File: config.mk
export PLATFORM = sky130hd
export DESIGN_NAME = fdt_structure_walker
export DESIGN_NICKNAME = d
export VERILOG_FILES = /design/src/hdl/fdtw_pkg.sv /design/src/hdl/fdtw_front.sv /design/src/hdl/fdtw_queue.sv /design/src/hdl/fdtw_back.sv /design/src/hdl/fdt_structure_walker.sv
export VERILOG_INCLUDE_DIRS = /design/src /design/src/hdl
export SDC_FILE = /design/constraint.sdc
export NUM_CORES = 1
export LEC_CHECK = 0
export BUFFER_PORTS_ARGS = -buffer_cell sky130_fd_sc_hd__buf_2
export CAP_MARGIN = 20
export CORE_MARGIN = 3
export CORE_UTILIZATION = 39
export DETAILED_ROUTE_END_ITERATION = 8
export PLACE_DENSITY_LB_ADDON = 0.15
export RECOVER_POWER = 25
export SETUP_SLACK_MARGIN = 0.05
export SLEW_MARGIN = 20
export SYNTH_ARGS = -nofsm -noshare
export SYNTH_HDL_FRONTEND = slang
export SYNTH_SLANG_ARGS = --single-unit
File: constraint.sdc
create_clock -name clk -period 10.57 [get_ports clk]
set_input_delay 0.5285 -clock clk [delete_from_list [all_inputs] [get_ports clk]]
set_output_delay 0.5285 -clock clk [all_outputs]
set_load 0.03 [all_outputs]
File: src/hdl/assert_macros.svh
// Concurrent assertion helpers. Expect clk and rst_n in scope.
`ifndef ASSERT_MACROS_SVH
`define ASSERT_MACROS_SVH

// Plain property, checked at every clock edge out of reset.
`define FDTW_ASSERT(lbl, prop, msg) \
  lbl: assert property (@(posedge clk) disable iff (!rst_n) prop) else $error(msg);

// Same-cycle implication.
`define FDTW_ASSERT_IMPLY(lbl, ante, cons, msg) \
  lbl: assert property (@(posedge clk) disable iff (!rst_n) (ante) |-> (cons)) else $error(msg);

`endif

File: src/hdl/fdtw_pkg.sv
`default_nettype none
package fdtw_pkg;

  localparam int INDEX_BITS_DEF  = 24;
  localparam int QUEUE_DEPTH_DEF = 4;

  localparam int WORD_W    = 32;
  localparam int DEPTH_W   = 8;
  localparam int CONTENT_W = 24;
  localparam int REF_W     = 32;
  localparam int LEN_W     = 32;
  localparam int KIND_W    = 2;

  localparam logic [WORD_W-1:0] TOK_BEGIN_NODE = 32'd1;
  localparam logic [WORD_W-1:0] TOK_END_NODE   = 32'd2;
  localparam logic [WORD_W-1:0] TOK_PROP       = 32'd3;
  localparam logic [WORD_W-1:0] TOK_NOP        = 32'd4;

  typedef enum logic [2:0] {
    CLS_BEGIN,
    CLS_END_NODE,
    CLS_PROP,
    CLS_NOP,
    CLS_OTHER
  } tok_cls_t;

  typedef enum logic [KIND_W-1:0] {
    KIND_NODE   = 2'd0,
    KIND_PROP   = 2'd1,
    KIND_FINISH = 2'd2
  } kind_t;

  // Per-word tags produced by the front end.
  typedef struct packed {
    tok_cls_t cls;
    logic     zero_byte;
    logic     last;
  } fdtw_tag_t;

endpackage
`default_nettype wire

File: src/hdl/fdtw_front.sv
`default_nettype none
module fdtw_front import fdtw_pkg::*; #(
  parameter int INDEX_BITS = INDEX_BITS_DEF
) (
  input  wire logic                    clk,
  input  wire logic                    rst_n,
  input  wire logic                    in_valid,
  input  wire logic [WORD_W-1:0]       in_word,
  input  wire logic                    in_last,
  input  wire logic                    q_full,
  output logic                         in_ready,
  output logic                         push,
  output logic [INDEX_BITS-1:0]        ent_pos,
  output logic [WORD_W-1:0]            ent_word,
  output fdtw_tag_t                    ent_tag
);

  logic [INDEX_BITS-1:0] pos_r;
  logic [INDEX_BITS-1:0] pos_nxt;

  assign in_ready = !q_full;
  assign push     = in_valid && in_ready;
  assign ent_pos  = pos_r;
  assign ent_word = in_word;

  always_comb begin
    ent_tag.last      = in_last;
    ent_tag.zero_byte = (in_word[31:24] == 8'h00) || (in_word[23:16] == 8'h00) ||
                        (in_word[15:8] == 8'h00)  || (in_word[7:0] == 8'h00);
    case (in_word)
      TOK_BEGIN_NODE: ent_tag.cls = CLS_BEGIN;
      TOK_END_NODE:   ent_tag.cls = CLS_END_NODE;
      TOK_PROP:       ent_tag.cls = CLS_PROP;
      TOK_NOP:        ent_tag.cls = CLS_NOP;
      default:        ent_tag.cls = CLS_OTHER;
    endcase
  end

  // word index restarts after the last beat of a block
  assign pos_nxt = in_last ? '0 : pos_r + 1'b1;

  always_ff @(posedge clk) begin
    if (!rst_n) begin
      pos_r <= '0;
    end else if (push) begin
      pos_r <= pos_nxt;
    end
  end

endmodule
`default_nettype wire

File: src/hdl/fdtw_queue.sv
`default_nettype none
`include "assert_macros.svh"
module fdtw_queue import fdtw_pkg::*; #(
  parameter int WIDTH = 64,
  parameter int DEPTH = QUEUE_DEPTH_DEF
) (
  input  wire logic             clk,
  input  wire logic             rst_n,
  input  wire logic             push,
  input  wire logic [WIDTH-1:0] wr_data,
  input  wire logic             pop,
  output logic                  full,
  output logic                  valid,
  output logic [WIDTH-1:0]      rd_data
);

  localparam int PW    = $clog2(DEPTH);
  localparam int CNT_W = $clog2(DEPTH + 1);

  logic [WIDTH-1:0] mem_r [DEPTH];
  logic [PW-1:0]    wr_ptr_r, wr_ptr_nxt;
  logic [PW-1:0]    rd_ptr_r, rd_ptr_nxt;
  logic [CNT_W-1:0] cnt_r, cnt_nxt;

  assign full    = (cnt_r == CNT_W'(DEPTH));
  assign valid   = (cnt_r != '0);
  assign rd_data = mem_r[rd_ptr_r];

  always_comb begin
    wr_ptr_nxt = (wr_ptr_r == PW'(DEPTH - 1)) ? '0 : wr_ptr_r + 1'b1;
    rd_ptr_nxt = (rd_ptr_r == PW'(DEPTH - 1)) ? '0 : rd_ptr_r + 1'b1;
    cnt_nxt    = cnt_r;
    if (push && !pop) begin
      cnt_nxt = cnt_r + 1'b1;
    end else if (pop && !push) begin
      cnt_nxt = cnt_r - 1'b1;
    end
  end

  always_ff @(posedge clk) begin
    if (!rst_n) begin
      wr_ptr_r <= '0;
      rd_ptr_r <= '0;
      cnt_r    <= '0;
    end else begin
      if (push) begin
        wr_ptr_r <= wr_ptr_nxt;
      end
      if (pop) begin
        rd_ptr_r <= rd_ptr_nxt;
      end
      cnt_r <= cnt_nxt;
    end
  end

  always_ff @(posedge clk) begin
    if (push) begin
      mem_r[wr_ptr_r] <= wr_data;
    end
  end

  `FDTW_ASSERT(a_cnt_bound, (cnt_r <= CNT_W'(DEPTH)), "queue count above depth")
  `FDTW_ASSERT(a_cnt_step, (push && !pop) |=> (cnt_r == $past(cnt_r) + 1'b1), "missed push")

endmodule
`default_nettype wire

File: src/hdl/fdtw_back.sv
`default_nettype none
`include "assert_macros.svh"
module fdtw_back import fdtw_pkg::*; #(
  parameter int INDEX_BITS = INDEX_BITS_DEF
) (
  input  wire logic                  clk,
  input  wire logic                  rst_n,
  input  wire logic                  q_valid,
  input  wire logic [INDEX_BITS-1:0] ent_pos,
  input  wire logic [WORD_W-1:0]     ent_word,
  input  wire fdtw_tag_t             ent_tag,
  output logic                       pop,
  input  wire logic                  out_ready,
  output logic                       out_valid,
  output logic [KIND_W-1:0]          out_kind,
  output logic [DEPTH_W-1:0]         out_depth,
  output logic [CONTENT_W-1:0]       out_content,
  output logic [REF_W-1:0]           out_ref,
  output logic [LEN_W-1:0]           out_len
);

  typedef enum logic [2:0] {
    PH_ROOT,
    PH_TOKEN,
    PH_NAME,
    PH_PLEN,
    PH_POFF,
    PH_DATA,
    PH_DONE
  } ph_t;

  ph_t                   phase_r, phase_nxt;
  logic [DEPTH_W-1:0]    level_r, level_nxt;
  logic [INDEX_BITS-1:0] name_r, name_nxt;
  logic [LEN_W-1:0]      held_r, held_nxt;
  logic [30:0]           left_r, left_nxt;
  logic [30:0]           left_dec;
  logic [32:0]           len_round;

  logic                  out_valid_r;
  logic [KIND_W-1:0]     kind_r;
  logic [DEPTH_W-1:0]    depth_r;
  logic [CONTENT_W-1:0]  content_r;
  logic [REF_W-1:0]      ref_r;
  logic [LEN_W-1:0]      len_r;

  logic                  out_free;
  logic                  emit;
  kind_t                 e_kind;
  logic [CONTENT_W-1:0]  e_content;
  logic [REF_W-1:0]      e_ref;
  logic [LEN_W-1:0]      e_len;
  logic [INDEX_BITS-1:0] pos1;
  logic [31:0]           pos_ext;
  logic [31:0]           pos1_ext;

  assign out_free = !out_valid_r || out_ready;
  assign pop      = q_valid && out_free;

  assign pos1      = ent_pos + 1'b1;
  assign pos_ext   = 32'(ent_pos);
  assign pos1_ext  = 32'(pos1);
  assign len_round = {1'b0, held_r} + 33'd3;
  assign left_dec  = (left_r != '0) ? left_r - 1'b1 : left_r;

  always_comb begin
    phase_nxt = phase_r;
    level_nxt = level_r;
    name_nxt  = name_r;
    held_nxt  = held_r;
    left_nxt  = left_r;
    emit      = 1'b0;
    e_kind    = KIND_FINISH;
    e_content = pos_ext[CONTENT_W-1:0];
    e_ref     = '0;
    e_len     = '0;
    case (phase_r)
      PH_ROOT: begin
        if (ent_tag.cls == CLS_BEGIN) begin
          level_nxt = '0;
          name_nxt  = pos1;
          phase_nxt = PH_NAME;
        end else if (ent_tag.cls != CLS_NOP) begin
          emit      = 1'b1;
          phase_nxt = PH_DONE;
        end
      end
      PH_TOKEN: begin
        case (ent_tag.cls)
          CLS_NOP: ;
          CLS_BEGIN: begin
            if (level_r == '1) begin
              emit      = 1'b1;
              phase_nxt = PH_DONE;
            end else begin
              name_nxt  = pos1;
              phase_nxt = PH_NAME;
            end
          end
          CLS_END_NODE: begin
            if (level_r == '0) begin
              emit      = 1'b1;
              phase_nxt = PH_DONE;
            end else begin
              level_nxt = level_r - 1'b1;
            end
          end
          CLS_PROP: phase_nxt = PH_PLEN;
          default: begin
            emit      = 1'b1;
            phase_nxt = PH_DONE;
          end
        endcase
      end
      PH_NAME: begin
        if (ent_tag.zero_byte) begin
          emit      = 1'b1;
          e_kind    = KIND_NODE;
          e_content = pos1_ext[CONTENT_W-1:0];
          e_ref     = 32'(name_r);
          level_nxt = level_r + 1'b1;
          phase_nxt = PH_TOKEN;
        end
      end
      PH_PLEN: begin
        held_nxt  = ent_word;
        phase_nxt = PH_POFF;
      end
      PH_POFF: begin
        emit      = 1'b1;
        e_kind    = KIND_PROP;
        e_content = pos1_ext[CONTENT_W-1:0];
        e_ref     = ent_word;
        e_len     = held_r;
        left_nxt  = len_round[32:2];
        phase_nxt = (len_round[32:2] == '0) ? PH_TOKEN : PH_DATA;
      end
      PH_DATA: begin
        left_nxt = left_dec;
        if (left_dec == '0) begin
          phase_nxt = PH_TOKEN;
        end
      end
      default: phase_nxt = PH_DONE;
    endcase
    if (ent_tag.last) begin
      phase_nxt = PH_ROOT;
      level_nxt = '0;
      name_nxt  = '0;
      held_nxt  = '0;
      left_nxt  = '0;
    end
  end

  always_ff @(posedge clk) begin
    if (!rst_n) begin
      phase_r     <= PH_ROOT;
      level_r     <= '0;
      name_r      <= '0;
      held_r      <= '0;
      left_r      <= '0;
      out_valid_r <= 1'b0;
    end else begin
      if (pop) begin
        phase_r <= phase_nxt;
        level_r <= level_nxt;
        name_r  <= name_nxt;
        held_r  <= held_nxt;
        left_r  <= left_nxt;
      end
      if (out_free) begin
        out_valid_r <= pop && emit;
      end
      if (pop && emit) begin
        kind_r    <= e_kind;
        depth_r   <= level_r;
        content_r <= e_content;
        ref_r     <= e_ref;
        len_r     <= e_len;
      end
    end
  end

  assign out_valid   = out_valid_r;
  assign out_kind    = kind_r;
  assign out_depth   = depth_r;
  assign out_content = content_r;
  assign out_ref     = ref_r;
  assign out_len     = len_r;

  `FDTW_ASSERT(a_last_idle, (pop && ent_tag.last) |=> (phase_r == PH_ROOT), "idle after last")
  `FDTW_ASSERT_IMPLY(a_done_silent, (pop && (phase_r == PH_DONE)), !emit, "event after finish")

endmodule
`default_nettype wire

File: src/hdl/fdt_structure_walker.sv
// Device-tree structure block walker.
// Input stream: one 32-bit structure word per beat on in_tdata (byte order
// already converted), in_tlast on the final word of a block. The walker emits
// one event beat per node (kind 0), property (kind 1) or finish (kind 2) on
// the out_ channel, a node's on its last name word and a property's on its
// offset word; NOPs, other name words, length words and property data give none.
// Each event is loaded into the output register as the queue entry of the word
// that causes it is popped. Throughput: one word per cycle while the receiver
// keeps up; the back end updates its state for each popped word.
// A front end tags each word (token class, zero-byte flag, word index) and
// writes it to a QUEUE_DEPTH entry queue; the back end runs the parse state
// machine and loads the output register. When the receiver stalls, the
// back end holds, the queue fills, and in_tready drops once it is full.
// Reset (synchronous, rst_n low) empties the queue, clears the word index and
// puts the walker in its wait-for-root state; no clearing pass is needed.
// After a finish event further words are dropped until a tlast beat.
`default_nettype none
module fdt_structure_walker import fdtw_pkg::*; #(
  parameter int INDEX_BITS  = INDEX_BITS_DEF,
  parameter int QUEUE_DEPTH = QUEUE_DEPTH_DEF
) (
  input  wire logic         clk,
  input  wire logic         rst_n,
  input  wire logic         in_tvalid,
  output logic              in_tready,
  input  wire logic [31:0]  in_tdata,   // [31:0] word
  input  wire logic         in_tlast,
  output logic              out_tvalid,
  input  wire logic         out_tready,
  output logic [95:0]       out_tdata,  // [7:0] depth, [31:8] content_index,
                                        // [63:32] name_ref, [95:64] value_length
  output logic [1:0]        out_tuser   // [1:0] kind
);

  localparam int ENT_W = INDEX_BITS + WORD_W + $bits(fdtw_tag_t);

  logic                  q_full;
  logic                  q_valid;
  logic                  push;
  logic                  pop;
  logic [INDEX_BITS-1:0] f_pos;
  logic [WORD_W-1:0]     f_word;
  fdtw_tag_t             f_tag;
  logic [ENT_W-1:0]      q_wr;
  logic [ENT_W-1:0]      q_rd;
  logic [INDEX_BITS-1:0] b_pos;
  logic [WORD_W-1:0]     b_word;
  fdtw_tag_t             b_tag;
  logic [DEPTH_W-1:0]    o_depth;
  logic [CONTENT_W-1:0]  o_content;
  logic [REF_W-1:0]      o_ref;
  logic [LEN_W-1:0]      o_len;

  fdtw_front #(
    .INDEX_BITS(INDEX_BITS)
  ) u_front (
    .clk      (clk),
    .rst_n    (rst_n),
    .in_valid (in_tvalid),
    .in_word  (in_tdata),
    .in_last  (in_tlast),
    .q_full   (q_full),
    .in_ready (in_tready),
    .push     (push),
    .ent_pos  (f_pos),
    .ent_word (f_word),
    .ent_tag  (f_tag)
  );

  assign q_wr = {f_pos, f_word, f_tag};

  fdtw_queue #(
    .WIDTH(ENT_W),
    .DEPTH(QUEUE_DEPTH)
  ) u_queue (
    .clk     (clk),
    .rst_n   (rst_n),
    .push    (push),
    .wr_data (q_wr),
    .pop     (pop),
    .full    (q_full),
    .valid   (q_valid),
    .rd_data (q_rd)
  );

  assign {b_pos, b_word, b_tag} = q_rd;

  fdtw_back #(
    .INDEX_BITS(INDEX_BITS)
  ) u_back (
    .clk         (clk),
    .rst_n       (rst_n),
    .q_valid     (q_valid),
    .ent_pos     (b_pos),
    .ent_word    (b_word),
    .ent_tag     (b_tag),
    .pop         (pop),
    .out_ready   (out_tready),
    .out_valid   (out_tvalid),
    .out_kind    (out_tuser),
    .out_depth   (o_depth),
    .out_content (o_content),
    .out_ref     (o_ref),
    .out_len     (o_len)
  );

  assign out_tdata = {o_len, o_ref, o_content, o_depth};

endmodule
`default_nettype wire

* Word level (Yosys, flattened, before mapping)
Memories as Yosys holds them, arrays and structs flattened. A register that Yosys moved wholly into a read port is not among the register bits. Cells that the tools add are included.
Storage, ports and cells: flip-flop bits (word level) 228, memory bits (writable) 244, input port bits 37, output and inout port bits 100, word-level logic and storage cells 138, memories 1
Memory list:
- u_queue.mem_r | depth 4, bits a word 61, rd ports 1, clocked after memory_dff 1, wr ports 1, line fdtw_queue.sv:20 | logic [WIDTH-1:0] mem_r [DEPTH];
Cells by class: add/sub/neg operators 10, equal/unequal tests 27, mux-type cells 49, reduce and logical (&&, ||, !) cells 36
Operators with widths (number):
- 24-bit 2-to-1 mux | 7
- 24-bit one-hot mux with 2 select lines | 2
- 32-bit by 2-bit equality test with 1-bit output, second input constant | 2
- 32-bit 2-to-1 mux | 2
- 32-bit one-hot mux with 2 select lines | 1
- 31-bit zero test | 2
- 31-bit 2-to-1 mux | 2
- 31-bit one-hot mux with 2 select lines | 1
- 24-bit by 1-bit adder with 24-bit output, second input constant | 2
- 8-bit zero test | 5
- 8-bit 2-to-1 mux | 5
- 32-bit by 2-bit adder with 33-bit output, second input constant | 1
- 32-bit by 1-bit equality test with 1-bit output, second input constant | 1
- 32-bit by 3-bit equality test with 1-bit output, second input constant | 1
- 31-bit nonzero test | 1
- 31-bit by 1-bit subtractor with 31-bit output, second input constant | 1
- 3-bit 2-to-1 mux | 10
- 3-bit one-hot mux with 4 select lines | 2
- 8-bit one-hot mux with 3 select lines | 1
- 3-bit one-hot mux with 6 select lines | 1
- 3-bit by 2-bit inequality test with 1-bit output, second input constant | 5
- 3-bit by 2-bit equality test with 1-bit output, second input constant | 4
- 3-bit inequality test, second input constant | 4
- 6-bit AND reduction | 2
- other kinds (26) | 57

* Logic depth before layout (Yosys ltp)
Gate-level depths: netlist (run 1).
depth in word-level cells 7, mapped depth 13, mapped depth without buffers 12

* Hierarchy
Synthesis (run 1) repeated with hierarchy kept, for this count alone.
Unflattened totals: cells, all modules 1709, area total of the unflattened synthesis 21491.9 sq um
Modules (own cells, without submodules):
- fdtw_back | instances 1, cells each 1152, area each 10606.4 sq um, seq. area each 4924.7 sq um
- fdtw_queue | instances 1, cells each 363, area each 9328.9 sq um, seq. area each 7507.2 sq um
- fdtw_front | instances 1, cells each 194, area each 1556.5 sq um, seq. area each 480.5 sq um

* Least setup slack after synthesis (run 1)
No wires, ideal clock.
path kind register to register, from register (tool-made name), to register u_back.content_r[0] (netlist: u_back.out_content[0]), enable pin, library setup time 0.675 ns, data arrival time 8.369 ns, data required time 9.895 ns, slack 1.527 ns, stages on the path, launching flop included 10, period minus slack after synthesis 9.043 ns, cell sequence dfxtp_1 buf_6 mux4_2 nor3_1 a21oi_1 nor2_1 o211ai_1 a21oi_1 a21oi_1 nor3_1
RTL lines:
- to (signal assigned) | line fdtw_back.sv:177 | content_r <= e_content;
- to (decl) | line fdtw_back.sv:43 | logic [CONTENT_W-1:0] content_r;

==> results.md, run 1 <==
- IO Port Bufs: ~140
- Syn Area/Cell: 12.8 um2
- Unique cell type count in the Yosys netlist: 71
- CTS root buf: clkbuf_16
- CTS Sinks: approximately 470
- Count of final setup violators: 0
- # Post-CTS Setup Buffers: 0
- Clock Skews: around 0.026 ns
- Final Hold Vio Count: 0
- Number of global-route vias before repair: ~13000
- Post-synth EDFFs: 342
- Rel. slew slack: 0.258
- Maxcap violations: 0
- Die Area: roughly 56000 um2
- Power Dens Cells: roughly 280 nW/um2
- DR pass1 iterations: 5
- Wire length of the first global-routing pass: between 80000 and 90000 um
- Post-layout nets: 1797
- Kind of critical path: reg -> reg
- WP data arrival: 4.92 ns
- CTS H-tree depth: 2
- DRC Markers: 0
- Layout area overhead: 14.7%
- VDD IR-drop max: 0.137 mV
- Yosys warning total: 0
- Post-route ant nets: 0
- CTS tree: yes
- Hold EP: u_queue.mem_r[2][34]$_DFFE_PP_
- Total GRT Usage: 0.189
- # fillers: between 4000 and 5000
- Cell taking the most area after synthesis: edfxtp_1
- Hold Path Stages: 1
- FMAX: approximately 230 MHz
- GPL Wtd Cong: between 0.8 and 0.9
- Clk slew on worst S/H paths: around 0.060 ns
- Worst EP required: around 11 ns
- P_leak: 8.23 nW
- Unrepaired setup endpoints after global routing: false
- CP Capture Type: flip-flop
- Worst reg-to-reg setup slack: just over 6 ns
- Worst-margin pin slew: between 1 and 1.5 ns
- Hold Startpoint: in_tdata[29]
- HP Class: in -> reg
- Post-Syn Instances: roughly 1600
- Routed via count: roughly 14000
- Reg2reg end: u_back.name_r[21]$_SDFFE_PN0P_
- Startpoint types: flip-flop
- Outcome: complete, no violations
- Slew Viols, Final: 0
- Async S/R FF share, synth: 0
- Share of the synthesized area in the top cell type: 0.494
- Post-Syn Nets: about 1700
- Register Area: 12900 um2
- Multi-input gate area: between 7000 and 8000 um2
- Reg2Reg Depth: 9
- IO Count: 137
- CTS Hold Bufs: 0
- Die width: around 240 um
- Flip-flop and latch count after synthesis: about 470
- Die Y: between 200 and 250 um
- Crit Path Max Fanout: 44
- Vias/cell: ~5.5
- Cts bufs inserted: 50
- Largest net degree at the start of global routing: ~110
- Starting Density: 0.399
- Num rows: 83
- Top cells by area, synth: edfxtp_1 (49%), dfxtp_1 (13%), mux4_2 (6.6%)
- Synthesized area: about 21000 um2
- Initial antenna violation count: 3
- Clock buffer depth: 3
- Sequential element share of the synthesized area: 0.621
- Starting DRT DRC Count: just under 1000
- Synth Flop Type: edfxtp_1
- Tcrit/Tclk final: 0.416
- Grt ovf: 0
- Setup TNS: 0 ns
- Total wire length: 53800 um
- Share of layout cells above drive strength 1: 0.163
- Post-route minimum period: between 4 and 5 ns
- Core box area: 52000 um2
- Clock Latency Late Sink: 0.61 ns
- Wire length per cell: about 22 um
- Total power: around 6.7 mW
- HPWL Detailed: roughly 36000 um
- Post-cts gate resize count: 0
==> cells by family after synthesis <==
group | share of synthesized area
buf+inv | 0.0226
compound gates | 0.0820
fa+ha+maj | 0.0116
flops | 0.621
mux | 0.0690
xor+xnor | 0.0489
simple gates | 0.145
==> cell usage in the layout, fill, tap and decap left out, types with 8 or more instances in the layout <==
master / synthesis / layout
or4_1: 8 / 8
nor2_1: 103 / 102
buf_4: 2 / 19
dfxtp_1: 132 / 130
a22oi_1: 24 / 24
xnor2_1: 61 / 61
o211ai_1: 11 / 11
a21boi_0: 48 / 48
mux4_2: 61 / 61
or3_1: 18 / 18
a22o_1: 24 / 24
nor3_1: 38 / 37
edfxtp_1: 342 / 342
clkinv_2: 0 / 11
clkbuf_16: 0 / 51
nand3_1: 68 / 68
o21ai_0: 40 / 40
and2_1: 22 / 22
clkbuf_1: 71 / 43
nand4_1: 27 / 27
and3_1: 55 / 51
inv_1: 24 / 24
nand2_1: 139 / 139
a211oi_1: 8 / 8
ha_1: 16 / 16
nor4_1: 31 / 31
xor2_1: 55 / 55
a21oi_1: 36 / 35
nor2b_1: 50 / 50
buf_2: 9 / 103
==> stage by stage <==
| step | utilization | worst slack (ns) | std cells | instance area (um2) | hold WS (ns) |
|---|---|---|---|---|---|
| after floorplan | - | 1.53 | 1624 | 20800 | 0.435 |
| after global placement | 0.425 | 6.33 | 2369 | 22100 | 0.454 |
| after detailed placement | 0.426 | 6.23 | 2370 | 22100 | 0.464 |
| after CTS | 0.459 | 6.19 | 2464 | 23900 | 0.135 |
| after global routing | 0.458 | 5.86 | 2464 | 23800 | 0.230 |
| final | 0.458 | 6.17 | 2465 | 23800 | 0.236 |
==> power by group <==
group / total [mW] / switching, mW / internal, mW
combinational: 2.32 / 1.54 / 0.777
sequential: 2.59 / 0.234 / 2.36
clock: 1.83 / 0.741 / 1.09
total: 6.74 / 2.52 / 4.22
==> metal layers <==
metal,part of all wire,track usage,up-vias
met3,0.049,0.0270,80
met5,0.00047,0,-
met4,0.024,0.0557,4
li1,-,-,6355
met2,0.48,0.312,339
met1,0.45,0.259,6763
==> worst max-delay path by stage <==
stage | start | endpoint | slack (ns)
global placement | flip-flop | u_back.out_content[11]$_DFFE_PP_ | 6.33
floorplan | flip-flop | u_back.out_content[0]$_DFFE_PP_ | 1.53
CTS | flip-flop | u_back.name_r[21]$_SDFFE_PN0P_ | 6.19
finish | flip-flop | u_back.name_r[21]$_SDFFE_PN0P_ | 6.17
global route | flip-flop | u_back.name_r[20]$_SDFFE_PN0P_ | 5.86
detailed placement | flip-flop | u_back.name_r[21]$_SDFFE_PN0P_ | 6.23
==> critical path, cell delays in order, from the launching register on <==
cell	delay [ns]
dfxtp_2	0.69
buf_4	0.66
mux4_2	0.50
or3_1	0.45
nor4_1	0.43
o21ai_2	0.08
buf_4	0.25
nor2_1	0.68
nand2_1	0.27
o21ai_1	0.21
==> sequential cells by signal (all words and copies together) (netlist names), 3 cells and up, named ones only <==
name and flops:
u_back.level_r 8, u_queue.cnt_r 3, u_back.out_content 24, u_back.out_ref 32, u_back.out_len 32, u_back.held_r 32, u_back.phase_r 3, u_back.out_depth 8
u_back.name_r 24, u_queue.mem_r 244, u_back.left_r 31, u_front.ent_pos 24
==> synthesized netlist by cell type, drive strengths merged (3+ instances only) <==
| cell | number |
|---|---|
| o41ai | 3 |
| o31ai | 4 |
| o21bai | 3 |
| edfxtp | 342 |
| dfxtp | 132 |
| and4 | 7 |
| a21oi | 36 |
| and3 | 55 |
| a31oi | 5 |
| nor2 | 104 |
| nor4 | 32 |
| mux4 | 61 |
| xor2 | 55 |
| a32oi | 7 |
| nand3 | 68 |
| or3 | 18 |
| a22oi | 24 |
| nand4 | 27 |
| inv | 24 |
| nand2 | 139 |
| nand4b | 3 |
| ha | 16 |
| mux2i | 5 |
| xnor2 | 61 |
| o21ai | 49 |
| nor2b | 51 |
| o211ai | 11 |
| a21boi | 49 |
| a211oi | 8 |
| or4 | 8 |
| nor3 | 39 |
| buf | 19 |
| a22o | 24 |
| o21a | 4 |
| o2111ai | 4 |
| or2 | 5 |
| clkbuf | 71 |
| and2 | 22 |
==> final cells by class <==
type,count,area share
Antenna cell,1,0.000105
Tap cell,680,0.0357
Clock buffer,68,0.0592
Sequential cell,474,0.542
Timing Repair Buffer,156,0.0334
Inverter,26,0.00409
Clock inverter,26,0.0138
Multi-Input combinational cell,1034,0.312
Note: power is estimated with default switching activity, not from simulation.
==> inputs of run 2 (changes only) <==
clock period = 4.6 ns   (was 10.57 ns; I/O delays follow)
==> run 2 against run 1 <==
Critical path type unchanged. Total power rose by 130%. Worst hold slack worse by 0.044 ns. Largest cell class unchanged. Largest power group unchanged. Sequential power up 130%.
==> results.md, run 2 (synthesized netlist as in run 1, its figures left out) <==
- Seq pwr share: 0.379
- CTS root buf: clkbuf_16
- VDD IR-drop max: 0.347 mV
- Comb power frac: 0.349
- Clk pwr share: 0.272
- Max FFs per register: between 200 and 250
- HP Class: in -> reg
- Antenna diode count: 0
- Clock buffer depth: 3
- DRC Markers: 0
- Met3 Use GR: 0.0297
- Clock Latency Late Sink: just over 0.6 ns
- Setup TNS: 0 ns
- Worst-margin pin slew: between 0.9 and 1 ns
- Die width: roughly 240 um
- Dpl cells: ~2400
- HPWL Detailed: approximately 37000 um
- Unrepaired setup endpoints after global routing: false
- Hold Startpoint: rst_n
- Power Dens Cells: roughly 640 nW/um2
- Starting DRT DRC Count: 1150
- Number of global-route vias before repair: 13600
- Most frequent cells in the layout: edfxtp_1 (342), nand2_1 (139), dfxtp_1 (130)
- Slack of the critical path: ~1.1 ns
- Placed inst area: ~22000 um2
- CTS tree: yes
- IO Count: around 140
- CTS H-tree depth: 2
- CTS Sinks: 474
- Maxcap violations: 0
- Wire length of the first global-routing pass: 85400 um
- Final Hold Vio Count: 0
- Total power: between 15 and 20 mW
- Post-cts gate resize count: 0
- Total wire length: around 55000 um
- Slowest library cell on the worst path: mux4_2
- Startpoint types: flip-flop
- Tcrit/Tclk final: 0.755
- Worst path max stage delay: between 0.6 and 0.7 ns
- Post-route minimum period: ~3.5 ns
- GPL Wtd Cong: ~0.87
- NetSw: 5.88 mW
- Die Y: roughly 240 um
- Count of final setup violators: 0
- # fillers: approximately 4700
- Rel. slew slack: 0.342
- Vias/cell: between 5 and 6
- Sw Share: 0.376
- P_leak: about 8.4 nW
- Routed via count: approximately 14000
- Core box area: roughly 52000 um2
- Layout area overhead: 16.8%
- DR pass1 iterations: 7
- Clock Skews: between 0.015 and 0.02 ns
- GRT met1 Usage: 0.276
- Met2 Resource Use GR: 0.319
- Initial antenna violation count: 1
- Starting Density: 0.399
- Share of layout cells above drive strength 1: 0.165
- Wire length per cell: around 22 um
- WP data arrival: ~4.0 ns
- Non-Filler Instances: 2511
- Post-layout nets: approximately 1800
- Kind of critical path: reg -> reg
- Int Pwr: around 9.8 mW
- Buf/Inv on CP: 1
- Worst path cell trace: mux4_2 > or3_1 > nor4_1 > o21ai_2 > nor2_1 > buf_4 > nand2_1 > o21ai_1
- Largest delay share family, worst path: simple AND/OR/NAND/NOR gates
- CP Capture Type: flip-flop
- IO Port Bufs: roughly 140
- Largest net degree at the start of global routing: 84
- Cts bufs inserted: 50
- Worst EP required: 5.13 ns
- Grt ovf: 0
- Dpl ws: between 1 and 1.5 ns
- Slew Viols, Final: 0
- Final instance area: between 20000 and 25000 um2
- Num rows: 83
- Total GRT Usage: 0.196
- Final Core Density: 0.467
- WHS: between 0.15 and 0.2 ns
- Commonest non-fill, non-tap cell in the layout: edfxtp_1
- Post-route ant nets: 0
- Outcome: complete, no violations
- Clk slew on worst S/H paths: around 0.06 ns
- Die Area: around 56000 um2
- FMAX: 288 MHz
- Crit Path Max Fanout: 19
- Most Crowded Layer GR: met2
- Reg with most FFs: u_queue.mem_r
==> run 2: changes by cell type in the layout (fill, tap and decap cells not counted), sizes merged <==
cell	change
buf	+13
diode	-1
bufinv	+1
dlygate4sd3	+34
clkinv	-3
clkinvlp	+2
==> run 2: worst reg2reg max path, cell delays in order (launching register included) <==
cell and delay, ns:
dfxtp_4 0.62, mux4_2 0.66, or3_1 0.45, nor4_1 0.59, o21ai_2 0.36, nor2_1 0.17
buf_4 0.21, nand2_1 0.15, o21ai_1 0.19
==> run 2: path summary, 6_finish.rpt <==
path | to | slack (ns) | cells past startpoint
min | u_back.name_r[4]$_SDFFE_PN0P_ | 0.19 | 2
min reg2reg | u_back.name_r[21]$_SDFFE_PN0P_ | 0.46 | 2
max | u_back.name_r[17]$_SDFFE_PN0P_ | 1.13 | 8
max reg2reg | u_back.name_r[17]$_SDFFE_PN0P_ | 1.13 | 8
==> run 2: cell type report <==
cell class,count,area (um2),share of cell area
sequential,474,12900,0.532
multi-input combinational,1034,7440,0.306
clock buffer,68,1380,0.0568
timing repair buffer,203,1240,0.0511
tap,680,851,0.0350
clock inverter,26,359,0.0148
inverter,26,97.6,0.00402
==> run 2: per-layer routing <==
metal  up-vias  part of all wire
met5         -           0.00024
met4         2             0.020
met3        73             0.050
met2       324              0.48
met1      6910              0.45
li1       6449                 -
==> run 2: repair_timing <==
action	in CTS	in global routing
hold buffers	34	0
endpoints found under the setup margin	0	0
setup buffers	0	0
endpoints found under the hold margin	133	0
==> run 2: power groups by stage <==
| stage | combinational, mW | clock, mW | sequential [mW] |
|---|---|---|---|
| 4_1_cts | 5.50 | 4.36 | 5.95 |
| 5_1_grt | 5.95 | 4.52 | 6.01 |
| 3_5_place_dp | 5.46 | 0 | 6.02 |
| 3_3_place_gp | 5.43 | 0 | 6.02 |
| 6_report | 5.46 | 4.25 | 5.93 |
| 2_1_floorplan | 3.32 | 0 | 6.37 |
